--- config.mk ---
export PLATFORM = sky130hd
export DESIGN_NAME = go_back_n_sender_window_unit_flat
export DESIGN_NICKNAME = d
export VERILOG_FILES = /design/src/gbn_pkg.sv /design/src/gbn_ifs.sv /design/src/gbn_ctrl.sv /design/src/gbn_dpath.sv /design/src/go_back_n_sender_window_unit.sv /design/src/flat_wrapper.sv
export SDC_FILE = /design/constraint.sdc
export NUM_CORES = 1
export LEC_CHECK = 0
export BUFFER_PORTS_ARGS = -buffer_cell sky130_fd_sc_hd__buf_4
export CAP_MARGIN = 20
export CELL_PAD_IN_SITES_DETAIL_PLACEMENT = 0
export CELL_PAD_IN_SITES_GLOBAL_PLACEMENT = 2
export CORE_MARGIN = 2
export CORE_UTILIZATION = 34
export DETAILED_ROUTE_END_ITERATION = 16
export PLACE_DENSITY = 0.84
export SYNTH_ARGS = -nofsm -noshare
export SYNTH_HDL_FRONTEND = slang
export SYNTH_SLANG_ARGS = --single-unit
--- constraint.sdc ---
create_clock -name clk -period 4.9 [get_ports clk]
set_clock_uncertainty 0.2 [all_clocks]
set_input_delay 1.225 -clock clk [delete_from_list [all_inputs] [get_ports clk]]
set_output_delay 1.225 -clock clk [all_outputs]
set_load 0.03 [all_outputs]
--- src/gbn_pkg.sv ---
// Types, codes and constants of the go-back-n sender window unit.
package gbn_pkg;

  localparam int SEGMENT_BYTES_DEF = 1024;
  localparam int MAX_WINDOW_DEF    = 32;

  localparam int OP_W       = 2;
  localparam int SEQ_W      = 16;
  localparam int FLEN_W     = 24;
  localparam int WIN_W      = 6;
  localparam int TMO_W      = 20;
  localparam int KIND_W     = 2;
  localparam int SEGLEN_W   = 11;
  localparam int CFG_IDX_W  = 2;
  localparam int CFG_DATA_W = 24;

  localparam logic [SEQ_W-1:0] SEQ_CAP     = 16'd65534;
  localparam logic [TMO_W-1:0] ELAPSED_MAX = 20'hFFFFF;
  localparam logic [WIN_W-1:0] WIN_RST     = 6'd10;
  localparam logic [TMO_W-1:0] TMO_RST     = 20'd1000;

  localparam logic [CFG_IDX_W-1:0] REG_WINDOW_SIZE   = 2'd0;
  localparam logic [CFG_IDX_W-1:0] REG_FILE_LENGTH   = 2'd1;
  localparam logic [CFG_IDX_W-1:0] REG_TIMEOUT_TICKS = 2'd2;

  typedef enum logic [OP_W-1:0] {
    OP_TICK  = 2'd0,
    OP_ACK   = 2'd1,
    OP_START = 2'd2
  } opcode_t;

  typedef enum logic [KIND_W-1:0] {
    KIND_NEW  = 2'd0,
    KIND_RETX = 2'd1,
    KIND_DONE = 2'd2
  } kind_t;

  typedef enum logic [1:0] {
    ST_IDLE,
    ST_EVAL,
    ST_SEND,
    ST_RETX
  } ctrl_state_t;

  typedef struct packed {
    logic do_ack;
    logic do_start;
    logic eval;
    logic emit_send;
    logic emit_retx;
    logic emit_done;
  } cmd_t;

  typedef struct packed {
    logic complete;
    logic send_ok;
    logic send_more;
    logic retx_go;
    logic retx_nonempty;
    logic retx_pending;
    logic retx_more;
    logic out_free;
  } status_t;

endpackage

--- src/gbn_ifs.sv ---
// Channel interfaces: input items, result items and configuration writes.
interface gbn_in_if;
  logic                        valid;
  logic                        ready;
  logic [gbn_pkg::OP_W-1:0]    opcode;
  logic [gbn_pkg::SEQ_W-1:0]   ack_number;
  logic                        ack_ok;
  modport source(output valid, output opcode, output ack_number, output ack_ok,
                 input ready);
  modport sink(input valid, input opcode, input ack_number, input ack_ok,
               output ready);
endinterface

interface gbn_out_if;
  logic                         valid;
  logic                         ready;
  logic [gbn_pkg::KIND_W-1:0]   kind;
  logic [gbn_pkg::SEQ_W-1:0]    seq_number;
  logic [gbn_pkg::FLEN_W-1:0]   byte_offset;
  logic [gbn_pkg::SEGLEN_W-1:0] seg_length;
  logic                         last;
  modport source(output valid, output kind, output seq_number, output byte_offset,
                 output seg_length, output last, input ready);
  modport sink(input valid, input kind, input seq_number, input byte_offset,
               input seg_length, input last, output ready);
endinterface

interface gbn_cfg_if;
  logic                           valid;
  logic                           ready;
  logic [gbn_pkg::CFG_IDX_W-1:0]  index;
  logic [gbn_pkg::CFG_DATA_W-1:0] data;
  modport source(output valid, output index, output data, input ready);
  modport sink(input valid, input index, input data, output ready);
endinterface

--- src/gbn_ctrl.sv ---
// Controller: takes input items and sequences the evaluation and result emission.
module gbn_ctrl (
  input  logic             clk,
  input  logic             rst_n,
  gbn_in_if.sink           in_ch,
  input  gbn_pkg::status_t sts,
  output gbn_pkg::cmd_t    cmd
);

  gbn_pkg::ctrl_state_t state_r, state_nxt;

  assign in_ch.ready = (state_r == gbn_pkg::ST_IDLE);

  always_ff @(posedge clk) begin
    if (!rst_n) begin
      state_r <= gbn_pkg::ST_IDLE;
    end else begin
      state_r <= state_nxt;
    end
  end

  always_comb begin
    state_nxt = state_r;
    cmd       = '0;
    unique case (state_r)
      gbn_pkg::ST_IDLE: begin
        if (in_ch.valid) begin
          unique case (in_ch.opcode)
            gbn_pkg::OP_TICK:  state_nxt    = gbn_pkg::ST_EVAL;
            gbn_pkg::OP_ACK:   cmd.do_ack   = 1'b1;
            gbn_pkg::OP_START: cmd.do_start = 1'b1;
            default: ;
          endcase
        end
      end
      gbn_pkg::ST_EVAL: begin
        if (sts.complete) begin
          // wait for the output slot, then report completion
          if (sts.out_free) begin
            cmd.emit_done = 1'b1;
            state_nxt     = gbn_pkg::ST_IDLE;
          end
        end else begin
          cmd.eval = 1'b1;
          priority if (sts.send_ok) begin
            state_nxt = gbn_pkg::ST_SEND;
          end else if (sts.retx_go && sts.retx_nonempty) begin
            state_nxt = gbn_pkg::ST_RETX;
          end else begin
            state_nxt = gbn_pkg::ST_IDLE;
          end
        end
      end
      gbn_pkg::ST_SEND: begin
        if (sts.out_free) begin
          cmd.emit_send = 1'b1;
          if (!sts.send_more) begin
            state_nxt = sts.retx_pending ? gbn_pkg::ST_RETX : gbn_pkg::ST_IDLE;
          end
        end
      end
      gbn_pkg::ST_RETX: begin
        if (sts.out_free) begin
          cmd.emit_retx = 1'b1;
          if (!sts.retx_more) begin
            state_nxt = gbn_pkg::ST_IDLE;
          end
        end
      end
      default: state_nxt = gbn_pkg::ST_IDLE;
    endcase
  end

endmodule

--- src/gbn_dpath.sv ---
// Datapath: window pointers, timer, configuration registers and result register.
module gbn_dpath #(
  parameter int SEGMENT_BYTES = gbn_pkg::SEGMENT_BYTES_DEF,
  parameter int MAX_WINDOW    = gbn_pkg::MAX_WINDOW_DEF
) (
  input  logic                      clk,
  input  logic                      rst_n,
  input  gbn_pkg::cmd_t             cmd,
  output gbn_pkg::status_t          sts,
  input  logic [gbn_pkg::SEQ_W-1:0] ack_number,
  input  logic                      ack_ok,
  gbn_cfg_if.sink                   cfg_ch,
  gbn_out_if.source                 out_ch
);

  localparam int SEQ_W = gbn_pkg::SEQ_W;
  localparam int OFF_W = SEQ_W + $clog2(SEGMENT_BYTES);
  localparam int CMP_W = (OFF_W > gbn_pkg::FLEN_W) ? OFF_W : gbn_pkg::FLEN_W;
  localparam logic [CMP_W-1:0] SEG_STEP = CMP_W'(SEGMENT_BYTES);

  // configuration
  logic [gbn_pkg::WIN_W-1:0]  win_r;
  logic [gbn_pkg::FLEN_W-1:0] flen_r;
  logic [gbn_pkg::TMO_W-1:0]  tmo_r;

  // window state; the offsets track (pointer - 1) * segment size
  logic [SEQ_W-1:0]          base_r, base_nxt;
  logic [SEQ_W-1:0]          next_r, next_nxt;
  logic [CMP_W-1:0]          base_off_r, base_off_nxt;
  logic [CMP_W-1:0]          next_off_r, next_off_nxt;
  logic                      timer_r, timer_nxt;
  logic [gbn_pkg::TMO_W-1:0] elapsed_r, elapsed_nxt;
  logic [SEQ_W-1:0]          cur_r, cur_nxt;
  logic [CMP_W-1:0]          cur_off_r, cur_off_nxt;
  logic                      retx_pend_r, retx_pend_nxt;

  // result register
  logic                         out_valid_r, out_valid_nxt;
  gbn_pkg::kind_t               out_kind_r, out_kind_nxt;
  logic [SEQ_W-1:0]             out_seq_r, out_seq_nxt;
  logic [gbn_pkg::FLEN_W-1:0]   out_off_r, out_off_nxt;
  logic [gbn_pkg::SEGLEN_W-1:0] out_len_r, out_len_nxt;
  logic                         out_last_r, out_last_nxt;

  logic [gbn_pkg::WIN_W-1:0]  eff_win;
  logic [gbn_pkg::TMO_W-1:0]  tmo_eff;
  logic [SEQ_W:0]             limit;
  logic [SEQ_W:0]             next_inc;
  logic [CMP_W-1:0]           flen_ext;
  logic [gbn_pkg::TMO_W-1:0]  elapsed_inc;
  logic                       kick_timer;
  logic                       fire;
  logic                       ack_hit;
  logic [SEQ_W-1:0]           ack_inc;
  logic [CMP_W-1:0]           emit_off;
  logic [CMP_W-1:0]           gap;
  logic [CMP_W-1:0]           emit_len;

  assign cfg_ch.ready = 1'b1;

  always_ff @(posedge clk) begin
    if (!rst_n) begin
      win_r  <= gbn_pkg::WIN_RST;
      flen_r <= '0;
      tmo_r  <= gbn_pkg::TMO_RST;
    end else if (cfg_ch.valid) begin
      unique case (cfg_ch.index)
        gbn_pkg::REG_WINDOW_SIZE:   win_r  <= cfg_ch.data[gbn_pkg::WIN_W-1:0];
        gbn_pkg::REG_FILE_LENGTH:   flen_r <= cfg_ch.data[gbn_pkg::FLEN_W-1:0];
        gbn_pkg::REG_TIMEOUT_TICKS: tmo_r  <= cfg_ch.data[gbn_pkg::TMO_W-1:0];
        default: ;
      endcase
    end
  end

  always_comb begin
    priority if (win_r == '0) begin
      eff_win = gbn_pkg::WIN_W'(1);
    end else if (32'(win_r) > MAX_WINDOW) begin
      eff_win = gbn_pkg::WIN_W'(MAX_WINDOW);
    end else begin
      eff_win = win_r;
    end
  end

  assign tmo_eff  = (tmo_r == '0) ? gbn_pkg::TMO_W'(1) : tmo_r;
  assign limit    = {1'b0, base_r} + (SEQ_W + 1)'(eff_win);
  assign next_inc = {1'b0, next_r} + (SEQ_W + 1)'(1);
  assign flen_ext = CMP_W'(flen_r);

  // status toward the controller
  assign sts.complete      = (base_r > gbn_pkg::SEQ_CAP) || (base_off_r >= flen_ext);
  assign sts.send_ok       = ({1'b0, next_r} < limit) && (next_r <= gbn_pkg::SEQ_CAP)
                             && (next_off_r < flen_ext);
  assign sts.send_more     = (next_inc < limit)
                             && (next_inc <= (SEQ_W + 1)'(gbn_pkg::SEQ_CAP))
                             && ((next_off_r + SEG_STEP) < flen_ext);
  assign sts.retx_nonempty = (base_r != next_r);
  assign sts.retx_pending  = retx_pend_r;
  assign sts.retx_more     = ((cur_r + SEQ_W'(1)) != next_r);
  assign sts.out_free      = !out_valid_r || out_ch.ready;

  // tick evaluation: age the timer, start it if the first send opens the window
  assign elapsed_inc = (timer_r && (elapsed_r != gbn_pkg::ELAPSED_MAX))
                       ? elapsed_r + gbn_pkg::TMO_W'(1) : elapsed_r;
  assign kick_timer  = sts.send_ok && (base_r == next_r);
  assign fire        = timer_r && (elapsed_inc >= tmo_eff);
  assign sts.retx_go = fire && !kick_timer;

  assign ack_hit = ack_ok && (ack_number >= base_r) && (ack_number < next_r);
  assign ack_inc = ack_number + SEQ_W'(1);

  // segment length of the result being emitted
  assign emit_off = cmd.emit_send ? next_off_r : cur_off_r;
  assign gap      = flen_ext - emit_off;
  always_comb begin
    if (emit_off < flen_ext) begin
      emit_len = (gap > SEG_STEP) ? SEG_STEP : gap;
    end else begin
      emit_len = '0;
    end
  end

  always_comb begin
    base_nxt      = base_r;
    next_nxt      = next_r;
    base_off_nxt  = base_off_r;
    next_off_nxt  = next_off_r;
    timer_nxt     = timer_r;
    elapsed_nxt   = elapsed_r;
    cur_nxt       = cur_r;
    cur_off_nxt   = cur_off_r;
    retx_pend_nxt = retx_pend_r;
    out_valid_nxt = out_valid_r && !out_ch.ready;
    out_kind_nxt  = out_kind_r;
    out_seq_nxt   = out_seq_r;
    out_off_nxt   = out_off_r;
    out_len_nxt   = out_len_r;
    out_last_nxt  = out_last_r;

    if (cmd.do_start) begin
      base_nxt     = SEQ_W'(1);
      next_nxt     = SEQ_W'(1);
      base_off_nxt = '0;
      next_off_nxt = '0;
      timer_nxt    = 1'b0;
      elapsed_nxt  = '0;
    end

    if (cmd.do_ack && ack_hit) begin
      base_nxt     = ack_inc;
      base_off_nxt = CMP_W'(ack_number) * SEG_STEP;
      if (ack_inc == next_r) begin
        timer_nxt = 1'b0;
      end else begin
        timer_nxt   = 1'b1;
        elapsed_nxt = '0;
      end
    end

    if (cmd.eval) begin
      timer_nxt     = timer_r || kick_timer;
      elapsed_nxt   = (kick_timer || fire) ? '0 : elapsed_inc;
      retx_pend_nxt = sts.retx_go;
      cur_nxt       = base_r;
      cur_off_nxt   = base_off_r;
    end

    if (cmd.emit_send) begin
      next_nxt      = next_inc[SEQ_W-1:0];
      next_off_nxt  = next_off_r + SEG_STEP;
      out_valid_nxt = 1'b1;
      out_kind_nxt  = gbn_pkg::KIND_NEW;
      out_seq_nxt   = next_r;
      out_off_nxt   = next_off_r[gbn_pkg::FLEN_W-1:0];
      out_len_nxt   = emit_len[gbn_pkg::SEGLEN_W-1:0];
      out_last_nxt  = !sts.send_more && !retx_pend_r;
    end

    if (cmd.emit_retx) begin
      cur_nxt       = cur_r + SEQ_W'(1);
      cur_off_nxt   = cur_off_r + SEG_STEP;
      out_valid_nxt = 1'b1;
      out_kind_nxt  = gbn_pkg::KIND_RETX;
      out_seq_nxt   = cur_r;
      out_off_nxt   = cur_off_r[gbn_pkg::FLEN_W-1:0];
      out_len_nxt   = emit_len[gbn_pkg::SEGLEN_W-1:0];
      out_last_nxt  = !sts.retx_more;
    end

    if (cmd.emit_done) begin
      out_valid_nxt = 1'b1;
      out_kind_nxt  = gbn_pkg::KIND_DONE;
      out_seq_nxt   = '0;
      out_off_nxt   = '0;
      out_len_nxt   = '0;
      out_last_nxt  = 1'b1;
    end
  end

  always_ff @(posedge clk) begin
    if (!rst_n) begin
      base_r      <= SEQ_W'(1);
      next_r      <= SEQ_W'(1);
      base_off_r  <= '0;
      next_off_r  <= '0;
      timer_r     <= 1'b0;
      elapsed_r   <= '0;
      retx_pend_r <= 1'b0;
      out_valid_r <= 1'b0;
    end else begin
      base_r      <= base_nxt;
      next_r      <= next_nxt;
      base_off_r  <= base_off_nxt;
      next_off_r  <= next_off_nxt;
      timer_r     <= timer_nxt;
      elapsed_r   <= elapsed_nxt;
      retx_pend_r <= retx_pend_nxt;
      out_valid_r <= out_valid_nxt;
    end
  end

  always_ff @(posedge clk) begin
    cur_r      <= cur_nxt;
    cur_off_r  <= cur_off_nxt;
    out_kind_r <= out_kind_nxt;
    out_seq_r  <= out_seq_nxt;
    out_off_r  <= out_off_nxt;
    out_len_r  <= out_len_nxt;
    out_last_r <= out_last_nxt;
  end

  assign out_ch.valid       = out_valid_r;
  assign out_ch.kind        = out_kind_r;
  assign out_ch.seq_number  = out_seq_r;
  assign out_ch.byte_offset = out_off_r;
  assign out_ch.seg_length  = out_len_r;
  assign out_ch.last        = out_last_r;

endmodule

--- src/go_back_n_sender_window_unit.sv ---
// Go-back-N sender window unit. An acknowledgment, a start or an unused opcode
// is acted on in its accepting cycle, and the unit is ready again on the next.
// A tick is followed by an evaluation step and then one result per cycle while
// the result channel takes items: new sends up to the window, then retransmits
// of the outstanding segments, at most 2 * MAX_WINDOW results; a tick that finds
// the transfer complete yields a single completion result instead. The unit has
// a single result register; the last result of an item sits in that register
// while the next item is taken. Configuration writes are always accepted and
// must only be made while the unit is idle.
module go_back_n_sender_window_unit #(
  parameter int SEGMENT_BYTES = gbn_pkg::SEGMENT_BYTES_DEF,
  parameter int MAX_WINDOW    = gbn_pkg::MAX_WINDOW_DEF
) (
  input  logic      clk,
  input  logic      rst_n,
  gbn_in_if.sink    in_ch,
  gbn_out_if.source out_ch,
  gbn_cfg_if.sink   cfg_ch
);

  gbn_pkg::cmd_t    cmd;
  gbn_pkg::status_t sts;

  gbn_ctrl u_ctrl (
    .clk   (clk),
    .rst_n (rst_n),
    .in_ch (in_ch),
    .sts   (sts),
    .cmd   (cmd)
  );

  gbn_dpath #(
    .SEGMENT_BYTES (SEGMENT_BYTES),
    .MAX_WINDOW    (MAX_WINDOW)
  ) u_dpath (
    .clk        (clk),
    .rst_n      (rst_n),
    .cmd        (cmd),
    .sts        (sts),
    .ack_number (in_ch.ack_number),
    .ack_ok     (in_ch.ack_ok),
    .cfg_ch     (cfg_ch),
    .out_ch     (out_ch)
  );

endmodule

--- src/flat_wrapper.sv ---
// flat-port wrapper written by rule: the top's interface ports become plain ports
module go_back_n_sender_window_unit_flat 
#(
  parameter int SEGMENT_BYTES = gbn_pkg::SEGMENT_BYTES_DEF,
  parameter int MAX_WINDOW    = gbn_pkg::MAX_WINDOW_DEF
)
  (clk, rst_n, in_ch_valid, in_ch_opcode, in_ch_ack_number, in_ch_ack_ok, in_ch_ready, out_ch_valid, out_ch_kind, out_ch_seq_number, out_ch_byte_offset, out_ch_seg_length, out_ch_last, out_ch_ready, cfg_ch_valid, cfg_ch_index, cfg_ch_data, cfg_ch_ready);
  gbn_in_if in_ch_i ();
  gbn_out_if out_ch_i ();
  gbn_cfg_if cfg_ch_i ();
  input  logic clk;
  input  logic rst_n;
  input wire logic [$bits(in_ch_i.valid)-1:0] in_ch_valid;
  input wire logic [$bits(in_ch_i.opcode)-1:0] in_ch_opcode;
  input wire logic [$bits(in_ch_i.ack_number)-1:0] in_ch_ack_number;
  input wire logic [$bits(in_ch_i.ack_ok)-1:0] in_ch_ack_ok;
  output wire logic [$bits(in_ch_i.ready)-1:0] in_ch_ready;
  output wire logic [$bits(out_ch_i.valid)-1:0] out_ch_valid;
  output wire logic [$bits(out_ch_i.kind)-1:0] out_ch_kind;
  output wire logic [$bits(out_ch_i.seq_number)-1:0] out_ch_seq_number;
  output wire logic [$bits(out_ch_i.byte_offset)-1:0] out_ch_byte_offset;
  output wire logic [$bits(out_ch_i.seg_length)-1:0] out_ch_seg_length;
  output wire logic [$bits(out_ch_i.last)-1:0] out_ch_last;
  input wire logic [$bits(out_ch_i.ready)-1:0] out_ch_ready;
  input wire logic [$bits(cfg_ch_i.valid)-1:0] cfg_ch_valid;
  input wire logic [$bits(cfg_ch_i.index)-1:0] cfg_ch_index;
  input wire logic [$bits(cfg_ch_i.data)-1:0] cfg_ch_data;
  output wire logic [$bits(cfg_ch_i.ready)-1:0] cfg_ch_ready;
  assign in_ch_i.valid = in_ch_valid;
  assign in_ch_i.opcode = in_ch_opcode;
  assign in_ch_i.ack_number = in_ch_ack_number;
  assign in_ch_i.ack_ok = in_ch_ack_ok;
  assign in_ch_ready = in_ch_i.ready;
  assign out_ch_valid = out_ch_i.valid;
  assign out_ch_kind = out_ch_i.kind;
  assign out_ch_seq_number = out_ch_i.seq_number;
  assign out_ch_byte_offset = out_ch_i.byte_offset;
  assign out_ch_seg_length = out_ch_i.seg_length;
  assign out_ch_last = out_ch_i.last;
  assign out_ch_i.ready = out_ch_ready;
  assign cfg_ch_i.valid = cfg_ch_valid;
  assign cfg_ch_i.index = cfg_ch_index;
  assign cfg_ch_i.data = cfg_ch_data;
  assign cfg_ch_ready = cfg_ch_i.ready;
  go_back_n_sender_window_unit #(.SEGMENT_BYTES(SEGMENT_BYTES), .MAX_WINDOW(MAX_WINDOW)) u_core (.clk(clk), .rst_n(rst_n), .in_ch(in_ch_i), .out_ch(out_ch_i), .cfg_ch(cfg_ch_i));
endmodule
* Word level (Yosys, flattened, before mapping)
Cells that the tools add are included.
Word-level totals: flip-flop bits (word level) 245, logic and storage cells 161, input bits 50
Operators by class: order comparisons 14, multiplexer cells 63, equality and inequality tests 19, reduce and logical (&&, ||, !) cells 38, $add $sub $neg 8
Operators with widths (number):
- 26-bit two-way mux | 7
- 20-bit two-way mux | 7
- 16-bit two-way mux | 7
- 26-bit by 24-bit less-than comparator with 1-bit output | 3
- 26-bit by 11-bit adder with 26-bit output (second input constant) | 2
- 24-bit two-way mux | 2
- 11-bit two-way mux | 4
- 16-bit by 1-bit adder with 16-bit output (second input constant) | 2
- 16-bit equality test | 2
- 16-bit != test | 2
- 2-bit two-way mux | 15
- 26-bit by 24-bit >= comparator with 1-bit output | 1
- 26-bit by 11-bit greater-than comparator with 1-bit output (second input constant) | 1
- 24-bit by 26-bit subtractor with 26-bit output | 1
- 20-bit by 1-bit adder with 20-bit output (second input constant) | 1
- 20-bit >= comparator | 1
- 20-bit logical NOT | 1
- 20-bit != test (second input constant) | 1
- 1-bit two-way mux | 18
- 16-bit by 1-bit adder with 17-bit output (second input constant) | 1
- 16-bit by 6-bit adder with 17-bit output | 1
- 17-bit by 16-bit less-or-equal comparator with 1-bit output (second input constant) | 1
- 16-bit by 17-bit less-than comparator with 1-bit output | 1
- 17-bit less-than comparator | 1
- other kinds (21) | 59

* Logic depth before layout (Yosys ltp)
Gate-level depths: netlist of the first run.
depth after elaboration 15, gate-level depth with buffers 22, depth with buffers taken out 21

* Modules after synthesis
Synthesis of the first run repeated with hierarchy kept, for this count alone.
Unflattened totals: cell total of the unflattened synthesis 1970, area total of the unflattened synthesis 15740.1 µm²
By module, submodules not included:
- gbn_dpath | seq. area each 4604.4 µm², area an instance 15508.6 µm², cells an instance 1941, instances 1
- gbn_ctrl | seq. area each 40.0 µm², area an instance 231.5 µm², cells an instance 29, instances 1

* Worst setup path after synthesis of the first run
No wires, ideal clock.
path type in2reg, start point input out_ch_ready, end point register u_core.u_dpath.out_len_r, in the netlist u_core.u_dpath.out_ch.seg_length[0], buffers on the path 4, cell stages on the path 17, data required time 4.639 ns, library setup time 0.061 ns, arrival 4.803 ns, setup slack -0.164 ns, cell sequence nor2b_1 -> nor2_1 -> clkbuf_1 -> nand2_1 -> clkbuf_1 -> buf_1 -> mux2i_1 -> ha_1 -> a21o_1 -> a31o_2 -> a21oi_1 -> o21ai_0 -> xor2_1 -> nor4_1 -> and3_1 -> clkbuf_1 -> a32o_1
On the way: word-level cells in the longest chain between the ends 10, elaborated cells between the ends (all ways) 15
RTL lines:
- start, declared | RTL line flat_wrapper.sv:24 | input wire logic [$bits(out_ch_i.ready)-1:0] out_ch_ready;
- 1-bit logical OR * | RTL line gbn_dpath.sv:101 | assign sts.out_free = !out_valid_r || out_ch.ready;
- 1-bit two-way mux * | RTL line gbn_ctrl.sv:39, gbn_ctrl.sv:55, gbn_ctrl.sv:63
- 1-bit two-way mux | RTL line gbn_ctrl.sv:25 | unique case (state_r)
- 26-bit two-way mux | RTL line gbn_dpath.sv:114 | assign emit_off = cmd.emit_send ? next_off_r : cur_off_r;
- 24-bit by 26-bit subtractor with 26-bit output | RTL line gbn_dpath.sv:115 | assign gap = flen_ext - emit_off;
- 26-bit by 11-bit greater-than comparator with 1-bit output | RTL line gbn_dpath.sv:118 | emit_len = (gap > SEG_STEP) ? SEG_STEP : gap;
- 11-bit two-way mux | RTL line gbn_dpath.sv:118
- 11-bit two-way mux | RTL line gbn_dpath.sv:117 | if (emit_off < flen_ext) begin
- 11-bit two-way mux | RTL line gbn_dpath.sv:169 | if (cmd.emit_send) begin
- 11-bit two-way mux | RTL line gbn_dpath.sv:180 | if (cmd.emit_retx) begin
- end signal, assigned | RTL line gbn_dpath.sv:229 | out_len_r <= out_len_nxt;
- end, declared | RTL line gbn_dpath.sv:42 | logic [gbn_pkg::SEGLEN_W-1:0] out_len_r, out_len_nxt;
Mark *: on every way between the ends. The rest lies on a longest branch, timed or not. The select of a mux whose other input is x is not followed. A chain may end at the register's enable or synchronous reset.

* Final worst setup path of the first run
start point register u_core.u_dpath.win_r[5] in the netlist's numbering, end point register u_core.u_dpath.elapsed_r[18] in the netlist's numbering
On the way: word-level cells in the longest chain between the ends 11, elaborated cells between the ends (all ways) 12
RTL lines:
- start, declared | RTL line gbn_dpath.sv:22 | logic [gbn_pkg::WIN_W-1:0] win_r;
- start signal, assigned | RTL line gbn_dpath.sv:63 | win_r <= gbn_pkg::WIN_RST;
- start signal, assigned | RTL line gbn_dpath.sv:68 | gbn_pkg::REG_WINDOW_SIZE: win_r <= cfg_ch.data[gbn_pkg::WIN_W-1:0];
- 6-bit greater-than comparator | RTL line gbn_dpath.sv:79 | end else if (32'(win_r) > MAX_WINDOW) begin
- 6-bit two-way mux | RTL line gbn_dpath.sv:79
- 6-bit two-way mux * | RTL line gbn_dpath.sv:77 | priority if (win_r == '0) begin
- 16-bit by 6-bit adder with 17-bit output * | RTL line gbn_dpath.sv:87 | assign limit = {1'b0, base_r} + (SEQ_W + 1)'(eff_win);
- 16-bit by 17-bit less-than comparator with 1-bit output * | RTL line gbn_dpath.sv:93 | assign sts.send_ok = ({1'b0, next_r} < limit) && (next_r <= gbn_pkg::SEQ_CAP)
- 1-bit logical AND * | RTL line gbn_dpath.sv:93
- 1-bit logical AND * | RTL line gbn_dpath.sv:94 | && (next_off_r < flen_ext);
- 1-bit logical AND * | RTL line gbn_dpath.sv:106 | assign kick_timer = sts.send_ok && (base_r == next_r);
- 1-bit logical OR * | RTL line gbn_dpath.sv:163 | elapsed_nxt = (kick_timer || fire) ? '0 : elapsed_inc;
- 20-bit two-way mux * | RTL line gbn_dpath.sv:163
- 20-bit two-way mux * | RTL line gbn_dpath.sv:161 | if (cmd.eval) begin
- end signal, assigned | RTL line gbn_dpath.sv:217 | elapsed_r <= elapsed_nxt;
- end, declared | RTL line gbn_dpath.sv:32 | logic [gbn_pkg::TMO_W-1:0] elapsed_r, elapsed_nxt;
Mark *: on every way between the ends. The rest lies on a longest branch, timed or not.

==> results.yml, run 1 <==
outcome:
  status: "finished, final reports clean"
placement:
  gp_congestion: 0.910
  place_inst: 2565
  portBuffers: 105
  dp_hpwl_um: 41000
synth:
  synth_most_common_cell: "nand2_1"
  synth_common_cells: "nand2_1, dfxtp_1, ha_1, a21oi_1, nor2_1"
  ys_ff_latch: 216
  synth_cell_types: 81
  synth_edf_count: 32
  ys_async_sr_fraction: 0
  syn_inst: 1923
  ys_top_cells_by_area: "dfxtp_1, ha_1, edfxtp_1, nand2_1, xnor2_1"
  yosysWarnings: 0
  syn_area_um2: 15600
  synthFlopType: "dfxtp_1"
  yosysTopAreaCell: "dfxtp_1"
  ys_seq_area_frac: 0.297
  syn_avg_cell_area_um2: 8.12
  synth_top_area_share: 0.236
drt:
  first_pass_iters: 5
  drcViolationCount: 0
  vias: 14309
  wl_per_cell_um: 20.4
  ant_nets: 0
  routed_wl_um: 53400
  viasPerCell: 5.47
  drt-initial-drc-count: 1043
finish:
  final_util: 0.399
  nNetsFinal: 2201
  final_cells: 2615
  diodes: 0
  syn_to_final_growth_pct: 15.9
  drive_above_1_share: 0.126
clock_tree:
  cts_tree: "built"
  numCtsBuffers: 28
  cts-root-buf: "clkbuf_16"
  hold_buffers: 0
  clkTransAtPathRegs_ns: 0.06
  postCtsSetupBuffers: 0
  h-tree-depth: 1
  clock_latency_ns: 0.57
  cts.sinks: 216
  clk_path_buf_depth: 3
power:
  p_per_area_nw_per_um2: 293
  peakVddDrop_mv: 0.269
  leakagePower_nw: 7.16
timing:
  period_minus_slack_ns: 4.61
  rsz0062_at_grt: "false"
  slew_viol_final: 0
  setup_violations: 0
  worst_pin_slew_ns: 0.964
  maxSlewHeadroom: 0.355
  fin_setup_tns_ns: 0
  fin_crit_sh: 0.941
  holdWs_ns: 0.261
  fmax_mhz: 217
  finalHoldViolations: 0
worst_setup_path:
  critPathBufInv: 2
  crit_fanout: 20
  crit_type: "flop to flop"
  crit_path_cell_trace: "nor2b_1 -> ha_1 -> a21o_1 -> a21oi_1 -> o21bai_1 -> a21oi_1 -> nor2b_1 -> o21bai_1 -> nor2_1 -> xnor2_1 -> ha_1 -> nand2_1 -> o211a_1 -> o21ai_0 -> a211oi_1 -> nor2_1 -> buf_4 -> o311ai_4 -> buf_12 -> o21bai_1 -> o21ai_2"
  cp.required_ns: 5.16
  critPathMostFrequentCell: "o21bai_1"
  cp-start-kind: "flop"
  cp-end-kind: "flop"
  max_stage_delay_ns: 0.40
  cpLargestDelayFamily: "compound AO/OA/AOI/OAI gates"
  cp_slowest_cell: "o21bai_1"
  cp.arrival_ns: 4.87
job:
  maxCapViolations: 0
global_routing:
  track_usage: 0.222
  antenna_found_initial: 0
  first_global_vias: 13731
  grt_max_degree: 65
  overflow: 0
  grt_pass1_wl_um: 82300
hold_path:
  min_path_type: "flop to flop"
die:
  start_util: 0.344
  die-area_um2: 47700
  fp.dieW_um: 218
  ios: 107
  design.core.area_um2: 45400
  die_height_um: 218
  row_count: 78
-- power breakdown --
group / total (mW) / internal [mW] / switching [mW]
Clock: 2.20 / 1.35 / 0.848
Combinational: 1.05 / 0.409 / 0.640
Sequential: 2.06 / 1.96 / 0.104
-- worst reg2reg max path: stages, from the launching register on --
cell and delay, ns:
dfxtp_1 0.38, nor2b_1 0.25, ha_1 0.28, a21o_1 0.16
a21oi_1 0.23, o21bai_1 0.09, a21oi_1 0.21, nor2b_1 0.09
o21bai_1 0.40, nor2_1 0.10, xnor2_1 0.26, ha_1 0.28
nand2_1 0.10, o211a_1 0.16, o21ai_0 0.09, a211oi_1 0.18
nor2_1 0.11, buf_4 0.17, o311ai_4 0.35, buf_12 0.21
o21bai_1 0.13, o21ai_2 0.07
-- state kept, by name, indices dropped and copies added, names as in the netlist, 6 cells and up --
| name | cells |
|---|---|
| u_core.u_dpath.base_r | 16 |
| u_core.u_dpath.out_ch.byte_offset | 15 |
| u_core.u_dpath.base_off_r | 16 |
| u_core.u_dpath.out_ch.seq_number | 16 |
| u_core.u_dpath.out_ch.seg_length | 11 |
| u_core.u_dpath.win_r | 6 |
| u_core.u_dpath.cur_off_r | 16 |
| u_core.u_dpath.next_r | 16 |
| u_core.u_dpath.tmo_r | 20 |
| u_core.u_dpath.next_off_r | 16 |
| u_core.u_dpath.elapsed_r | 20 |
| u_core.u_dpath.cur_r | 16 |
| u_core.u_dpath.flen_r | 24 |
-- per-layer routing --
layer | share of wire | vias up | global-route usage
met1 | 0.48 | 6773 | 0.315
met3 | 0.059 | 80 | 0.0317
met2 | 0.44 | 425 | 0.348
li1 | - | 7031 | -
met5 | 0 | - | 0
met4 | 0.026 | 0 | 0.0608
-- cells by family (layout without fill, tap and decap cells) --
group,after synthesis,in the layout,synth area share
other cells,2,3,0.000481
fa+ha+maj,157,157,0.126
compound gates,428,428,0.182
flops,216,216,0.297
simple gates,689,689,0.212
xor+xnor,140,140,0.0829
mux,62,62,0.0405
buf+inv,229,320,0.0587
-- cell type report --
| type | instances | area (um2) |
|---|---|---|
| repair buffers | 157 | 1190 |
| well taps | 600 | 751 |
| multi-input cells | 1479 | 10100 |
| clock inverters | 8 | 153 |
| clock buffers | 42 | 815 |
| flip-flops and latches | 216 | 4650 |
| inverters | 113 | 425 |
| fillers | 4642 | 27300 |
-- timing repair --
item,in CTS,in global routing
resized for setup,0,7
endpoints found under the setup margin,0,24
hold endpoints to repair,0,0
-- path summary, 6_finish.rpt --
kind	depth (start not counted)	start	slack [ns]	end
hold reg to reg	2	u_core.u_dpath.tmo_r[0]	0.26	u_core.u_dpath.tmo_r[0]
hold / removal	2	u_core.u_dpath.tmo_r[0]	0.26	u_core.u_dpath.tmo_r[0]
setup / recovery	21	u_core.u_dpath.win_r[5]	0.29	u_core.u_dpath.elapsed_r[18]
setup reg to reg	21	u_core.u_dpath.win_r[5]	0.29	u_core.u_dpath.elapsed_r[18]
-- stage by stage --
step                instance area (um2)  power (mW)  worst slack (ns)
global route                      18100        5.55            0.0209
CTS                               18100        5.37             0.148
global placement                  17100        3.14             0.173
finish                            18100        5.31             0.289
detailed placement                17100        3.16            0.0984
floorplan                         15600        2.73            0.0478
-- layout by cell type (no fill, tap or decap), types with 32 or more instances in the layout --
cell type,count
nand3_1,71
mux2i_1,53
xnor2_1,91
ha_1,155
a21oi_1,140
inv_1,110
o21ai_0,77
edfxtp_1,32
buf_4,156
nand2_1,253
dfxtp_1,183
nor3_1,35
a211oi_1,43
xor2_1,44
nand4_1,45
nor4_1,33
nor2_1,137
(Power assumes the default switching activity.)
==> run 2: changes to the inputs <==
- PLACE_DENSITY: 0.84 -> default
- PLACE_DENSITY_LB_ADDON: default -> 0.15
==> run 2 against run 1 <==
First-iteration DRC count shrank 13%. Clock-buffer cell count down 11. Sequential share of layout area down 0.19 points. Setup slack improved by 0.052 ns. Register-to-register slack gained 0.05 ns. Flip-flop and latch count unchanged. Worst hold slack worse by 0.0024 ns. Maximum frequency grew 1.1%. Wire length up 3.6%. Critical endpoint is now u_core.u_dpath.out_ch.last.
==> results.yml, run 2 (same netlist as run 1, synthesis figures left out) <==
clock_tree:
  cts-root-buf: "clkbuf_16"
  numCtsBuffers: 28
  hold_buffers: 0
  cts_tree: "built"
  cts.sinks: 216
  clk_path_buf_depth: 3
  clkTransAtPathRegs_ns: 0.07
  clock_latency_ns: 0.58
  h-tree-depth: 1
global_routing:
  grt_pass1_wl_um: 84500
  track_usage: 0.230
  antenna_found_initial: 1
  grt_max_degree: 65
  first_global_vias: 13823
  overflow: 0
finish:
  regArea_um2: 4650
  syn_to_final_growth_pct: 16.9
  regMostFlops: "u_core.u_dpath.flen_r"
  diodes: 0
  multiInputGateArea_um2: 10200
  final_cell_mix: "nand2_1, dfxtp_1, buf_4, ha_1, a21oi_1"
  largest_register_ffs: 24
  drive_above_1_share: 0.140
  nNetsFinal: 2215
  final_area_um2: 18300
  fillers: 4730
  reg_top3: "u_core.u_dpath.flen_r: 24 flops, u_core.u_dpath.elapsed_r: 20 flops, u_core.u_dpath.tmo_r: 20 flops"
  final_common_cell: "nand2_1"
hold_path:
  hold_start: "u_core.u_dpath.out_ch.kind[1]"
  min_path_type: "flop to flop"
  min_delay_path_depth: 1
  hold_end: "u_core.u_dpath.out_ch.kind[1]"
worst_setup_path:
  critPathBufInv: 1
  crit_path_cell_trace: "nor2_1 -> ha_1 -> fa_1 -> a211oi_2 -> o21bai_1 -> a21oi_2 -> nor2_4 -> nand3_1 -> xnor2_1 -> ha_1 -> a21oi_1 -> nor2_1 -> a211oi_1 -> o2111ai_1 -> nor4_1 -> buf_4 -> and2_1 -> o31ai_1 -> a211o_1"
  max_stage_delay_ns: 0.52
  cpLargestDelayFamily: "compound AO/OA/AOI/OAI gates"
  worstReg2RegEnd: "u_core.u_dpath.out_ch.last"
  cp-start-kind: "flop"
  rrSetupSlack_ns: 0.34
  cp-end-kind: "flop"
  cp.required_ns: 5.18
  r2r_start: "u_core.u_dpath.win_r[5]"
  crit_fanout: 7
  cp_slowest_cell: "dfxtp_1"
  ff2ff_path_depth: 19
  cp.arrival_ns: 4.84
  crit_type: "flop to flop"
timing:
  finalHoldViolations: 0
  period_minus_slack_ns: 4.56
  worst_pin_slew_ns: 0.999
  holdWs_ns: 0.258
  rsz0062_at_grt: "false"
  maxSlewHeadroom: 0.328
  fmax_mhz: 219
  setup_violations: 0
  fin_crit_sh: 0.930
  slew_viol_final: 0
  fin_setup_tns_ns: 0
  layout_setup_ws_ns: 0.341
drt:
  drt-initial-drc-count: 907
  ant_nets: 0
  first_pass_iters: 7
  drcViolationCount: 0
  viasPerCell: 5.42
  wl_per_cell_um: 21.0
  vias: 14273
  routed_wl_um: 55300
die:
  fp.dieW_um: 218
  row_count: 78
  die_height_um: 218
  ios: 107
  start_util: 0.344
  die-area_um2: 47700
  design.core.area_um2: 45400
job:
  maxCapViolations: 0
placement:
  dp_hpwl_um: 42700
  placed_area_um2: 17200
  gp_congestion: 0.893
  place_ws_ns: 0.0565
  portBuffers: 105
power:
  leakagePower_nw: 7.22
  p_per_area_nw_per_um2: 290
  peakVddDrop_mv: 0.272
  finalPower_mw: 5.30
outcome:
  status: "finished, final reports clean"
## run 2: changes by cell type in the layout (fill, tap and decap cells not counted), moves of 2 or more
cell        before  now
buf_4          156  170
clkbuf_1         9    3
clkbuf_8         4    0
clkinv_2         3    9
clkinvlp_4       0    4
dfxtp_1        183  179
dfxtp_2          1    5
nor2_1         137  135
## run 2: routing by layer
metal | up-vias | share of wire | GRT usage
met1 | 6844 | 0.51 | 0.341
met4 | 2 | 0.015 | 0.0431
met3 | 54 | 0.043 | 0.0232
met5 | - | 0.00024 | 0
met2 | 317 | 0.43 | 0.361
li1 | 7056 | - | -
## run 2: worst max path at each step
stage | start | end | slack [ns] | cells after the start
after floorplan | out_ch_ready | u_core.u_dpath.out_ch.seg_length[0] | 0.05 | 17
after global placement | u_core.u_dpath.win_r[5] | u_core.u_ctrl.state_r[1] | 0.05 | 18
after detailed placement | u_core.u_dpath.win_r[3] | u_core.u_ctrl.state_r[1] | 0.06 | 20
after CTS | u_core.u_dpath.elapsed_r[5] | u_core.u_dpath.elapsed_r[12] | 0.02 | 19
after global routing | u_core.u_dpath.elapsed_r[13] | u_core.u_dpath.elapsed_r[12] | 0.04 | 19
final | u_core.u_dpath.win_r[5] | u_core.u_dpath.out_ch.last | 0.34 | 19
## run 2: report_power, final
part	switching [mW]	total (mW)	internal (mW)	leakage, nW
sequential	0.103	2.06	1.96	1.82
combinational	0.627	1.04	0.412	4.93
clock	0.888	2.21	1.32	0.470
total	1.62	5.30	3.69	7.22
## run 2: through the flow
| stage | util | instances |
|---|---|---|
| 2_1_floorplan | - | 1924 |
| 4_1_cts | 0.400 | 2627 |
| 5_1_grt | 0.402 | 2631 |
| 6_report | 0.402 | 2631 |
| 3_3_place_gp | 0.378 | 2575 |
| 3_5_place_dp | 0.378 | 2575 |
## run 2: worst register-to-register path, delay by kind of cell, from the launching register on
family                     cells  cell delay [ns]
adders and majority gates      3             0.96
DFF                            1             0.52
xor gates and xnor gates       1             0.16
and+or+nand+nor                6             0.70
buffers and inverters          1             0.17
AOI/OAI and AO/OA              8             1.76
## run 2: area by class of cell
class                   instances  area share
clock buffers                  31      0.0390
clock inverters                21      0.0142
inverters                     113      0.0233
multi-input cells            1479       0.557
flip-flops and latches        216       0.255
well taps                     600      0.0411
repair buffers                171      0.0710
## run 2: what timing repair did
item	4_1_cts	5_1_grt
gates resized for setup	0	20
setup endpoints to repair	0	25
setup buffers	0	4
==> run 3: changes to the inputs <==
- ABC_AREA: default -> 1
- CORE_UTILIZATION: 34 -> 32
- SYNTH_HIERARCHICAL: default -> 1
==> run 3 against run 2 <==
Core utilization decreased by 3.1 points. Synthesized cell count up 29%. Flip-flop and latch count is the same. Die area up 14%. Register-to-register slack improved by 0.15 ns. Sequential share of layout area decreased by 1.2 points. Design area increased by 4.9%. Non-clock buffer count decreased by 26. Clock power fell by 7%. Synthesized area is 7.2% higher. Worst hold slack got worse by 0.0020 ns. Total power is 32% higher. Largest cell class unchanged.
==> results.yml, run 3 <==
power:
  leakagePower_nw: 8.55
  p_per_area_nw_per_um2: 365
  finalPower_mw: 7.00
  peakVddDrop_mv: 0.190
die:
  row_count: 83
  die_height_um: 233
  design.core.area_um2: 51500
  fp.dieW_um: 233
  die-area_um2: 54100
  ios: 107
  start_util: 0.325
global_routing:
  overflow: 0
  first_global_vias: 15723
  grt_max_degree: 69
  antenna_found_initial: 1
  grt_pass1_wl_um: 96800
  track_usage: 0.234
clock_tree:
  hold_buffers: 0
  cts.sinks: 216
  clkTransAtPathRegs_ns: 0.06
  numCtsBuffers: 29
  cts_resized: 0
  clock_latency_ns: 0.57
  postCtsSetupBuffers: 0
  cts_tree: "built"
  clk_path_buf_depth: 3
  h-tree-depth: 1
  cts-root-buf: "clkbuf_16"
synth:
  synth_common_cells: "nand2_1, inv_1, a21oi_1, nor2_1, dfxtp_1"
  ys_top_cells_by_area: "dfxtp_1, nand2_1, ha_1, inv_1, a21oi_1"
  yosysTopAreaCell: "dfxtp_1"
  synth_top_area_share: 0.220
  syn_area_um2: 16700
  syn_avg_cell_area_um2: 6.75
  ys_async_sr_fraction: 0
  synth_cell_types: 62
  syn_inst: 2478
  synthFlopType: "dfxtp_1"
  synth_most_common_cell: "nand2_1"
  yosysWarnings: 6
  ys_ff_latch: 216
  ys_seq_area_frac: 0.277
  synth_edf_count: 32
worst_setup_path:
  cp.required_ns: 5.16
  critPathMostFrequentCell: "nand2_1"
  r2r_start: "u_core/u_dpath/win_r[1]"
  ff2ff_path_depth: 28
  critPathBufInv: 3
  rrSetupSlack_ns: 0.50
  cp-start-kind: "flop"
  worstReg2RegEnd: "u_core/u_ctrl/state_r[0]"
  cp_slowest_cell: "dfxtp_1"
  cpLargestDelayFamily: "simple AND/OR/NAND/NOR gates"
  cp-end-kind: "flop"
  cp.arrival_ns: 4.67
  max_stage_delay_ns: 0.31
  crit_fanout: 3
  crit_type: "flop to flop"
finish:
  final_cells: 3254
  syn_to_final_growth_pct: 14.5
  drive_above_1_share: 0.110
  final_common_cell: "nand2_1"
  nNetsFinal: 2760
  largest_register_ffs: 24
  diodes: 0
  regMostFlops: "u_core/u_dpath/flen_r"
  reg_top3: "u_core/u_dpath/flen_r: 24 flops, u_core/u_dpath/elapsed_r: 20 flops, u_core/u_dpath/tmo_r: 20 flops"
  final_cell_mix: "nand2_1, inv_1, a21oi_1, nor2_1, dfxtp_1"
placement:
  portBuffers: 105
  dp_hpwl_um: 49400
  place_ws_ns: 0.172
  gp_congestion: 0.894
  place_inst: 3203
drt:
  drcViolationCount: 0
  drt-initial-drc-count: 1138
  wl_per_cell_um: 19.6
  vias: 16275
  routed_wl_um: 63700
  first_pass_iters: 5
  ant_nets: 0
  viasPerCell: 5.00
outcome:
  status: "finished, final reports clean"
timing:
  worst_pin_slew_ns: 1.05
  fmax_mhz: 227
  rsz0062_at_grt: "false"
  fin_setup_tns_ns: 0
  slew_viol_final: 0
  maxSlewHeadroom: 0.298
  fin_crit_sh: 0.899
  finalHoldViolations: 0
  setup_violations: 0
  period_minus_slack_ns: 4.40
  layout_setup_ws_ns: 0.496
job:
  maxCapViolations: 0
hold_path:
  min_path_type: "flop to flop"
  hold_end: "u_core/u_dpath/out_ch.kind[1]"
  hold_start: "u_core/u_dpath/out_ch.kind[1]"
  min_delay_path_depth: 2
-- run 3: worst max-delay path by stage --
stage	from	to	slack, ns	depth (start not counted)
after floorplan	out_ch_ready	u_core/u_dpath/out_ch.seg_length[4]	0.65	20
after global placement	out_ch_ready	u_core/u_dpath/out_ch.seg_length[2]	0.23	22
after detailed placement	out_ch_ready	u_core/u_dpath/out_ch.seg_length[1]	0.17	22
after CTS	u_core/u_dpath/win_r[1]	u_core/u_ctrl/state_r[0]	0.50	28
after global routing	u_core/u_dpath/win_r[1]	u_core/u_ctrl/state_r[0]	0.0007	29
final	u_core/u_dpath/win_r[1]	u_core/u_ctrl/state_r[0]	0.50	28
-- run 3: logic make-up after synthesis --
group	count (synthesis)	share of synthesized area
muxes	3	0.00179
xor gates and xnor gates	108	0.0582
buffers and inverters	439	0.105
other	2	0.000449
adders and majority gates	156	0.117
AOI/OAI and AO/OA	431	0.145
DFF	216	0.277
and+or+nand+nor	1123	0.295
-- run 3: final cells by class --
cell class,count,area (um2)
sequential,216,4640
tap,680,851
inverter,338,1270
clock inverter,7,62.6
multi-input combinational,1824,10400
timing repair buffer,145,1130
fill,5715,32400
clock buffer,44,822
-- run 3: per-layer routing --
metal,routed length (um),up-vias,GRT usage
met3,3150,79,0.0297
met4,1510,0,0.0593
met5,0,-,0
met2,27600,363,0.362
li1,-,8276,-
met1,31400,7557,0.342
-- run 3: report_power, final --
group	switching [mW]	internal [mW]
Combinational	1.85	0.847
Clock	0.855	1.20
Sequential	0.201	2.05
-- run 3: per-stage QoR --
stage	hold slack (ns)	area [um2]	utilization
after detailed placement	0.246	18300	0.355
after global placement	0.234	18300	0.355
after floorplan	0.229	16700	-
after CTS	0.260	19100	0.372
after global routing	0.281	19200	0.372
final	0.256	19200	0.372
-- run 3: worst min-delay path, stage by stage, from the launching register on --
cell and delay [ns]:
dfxtp_1 0.31, nand2_1 0.06, nand2_1 0.04
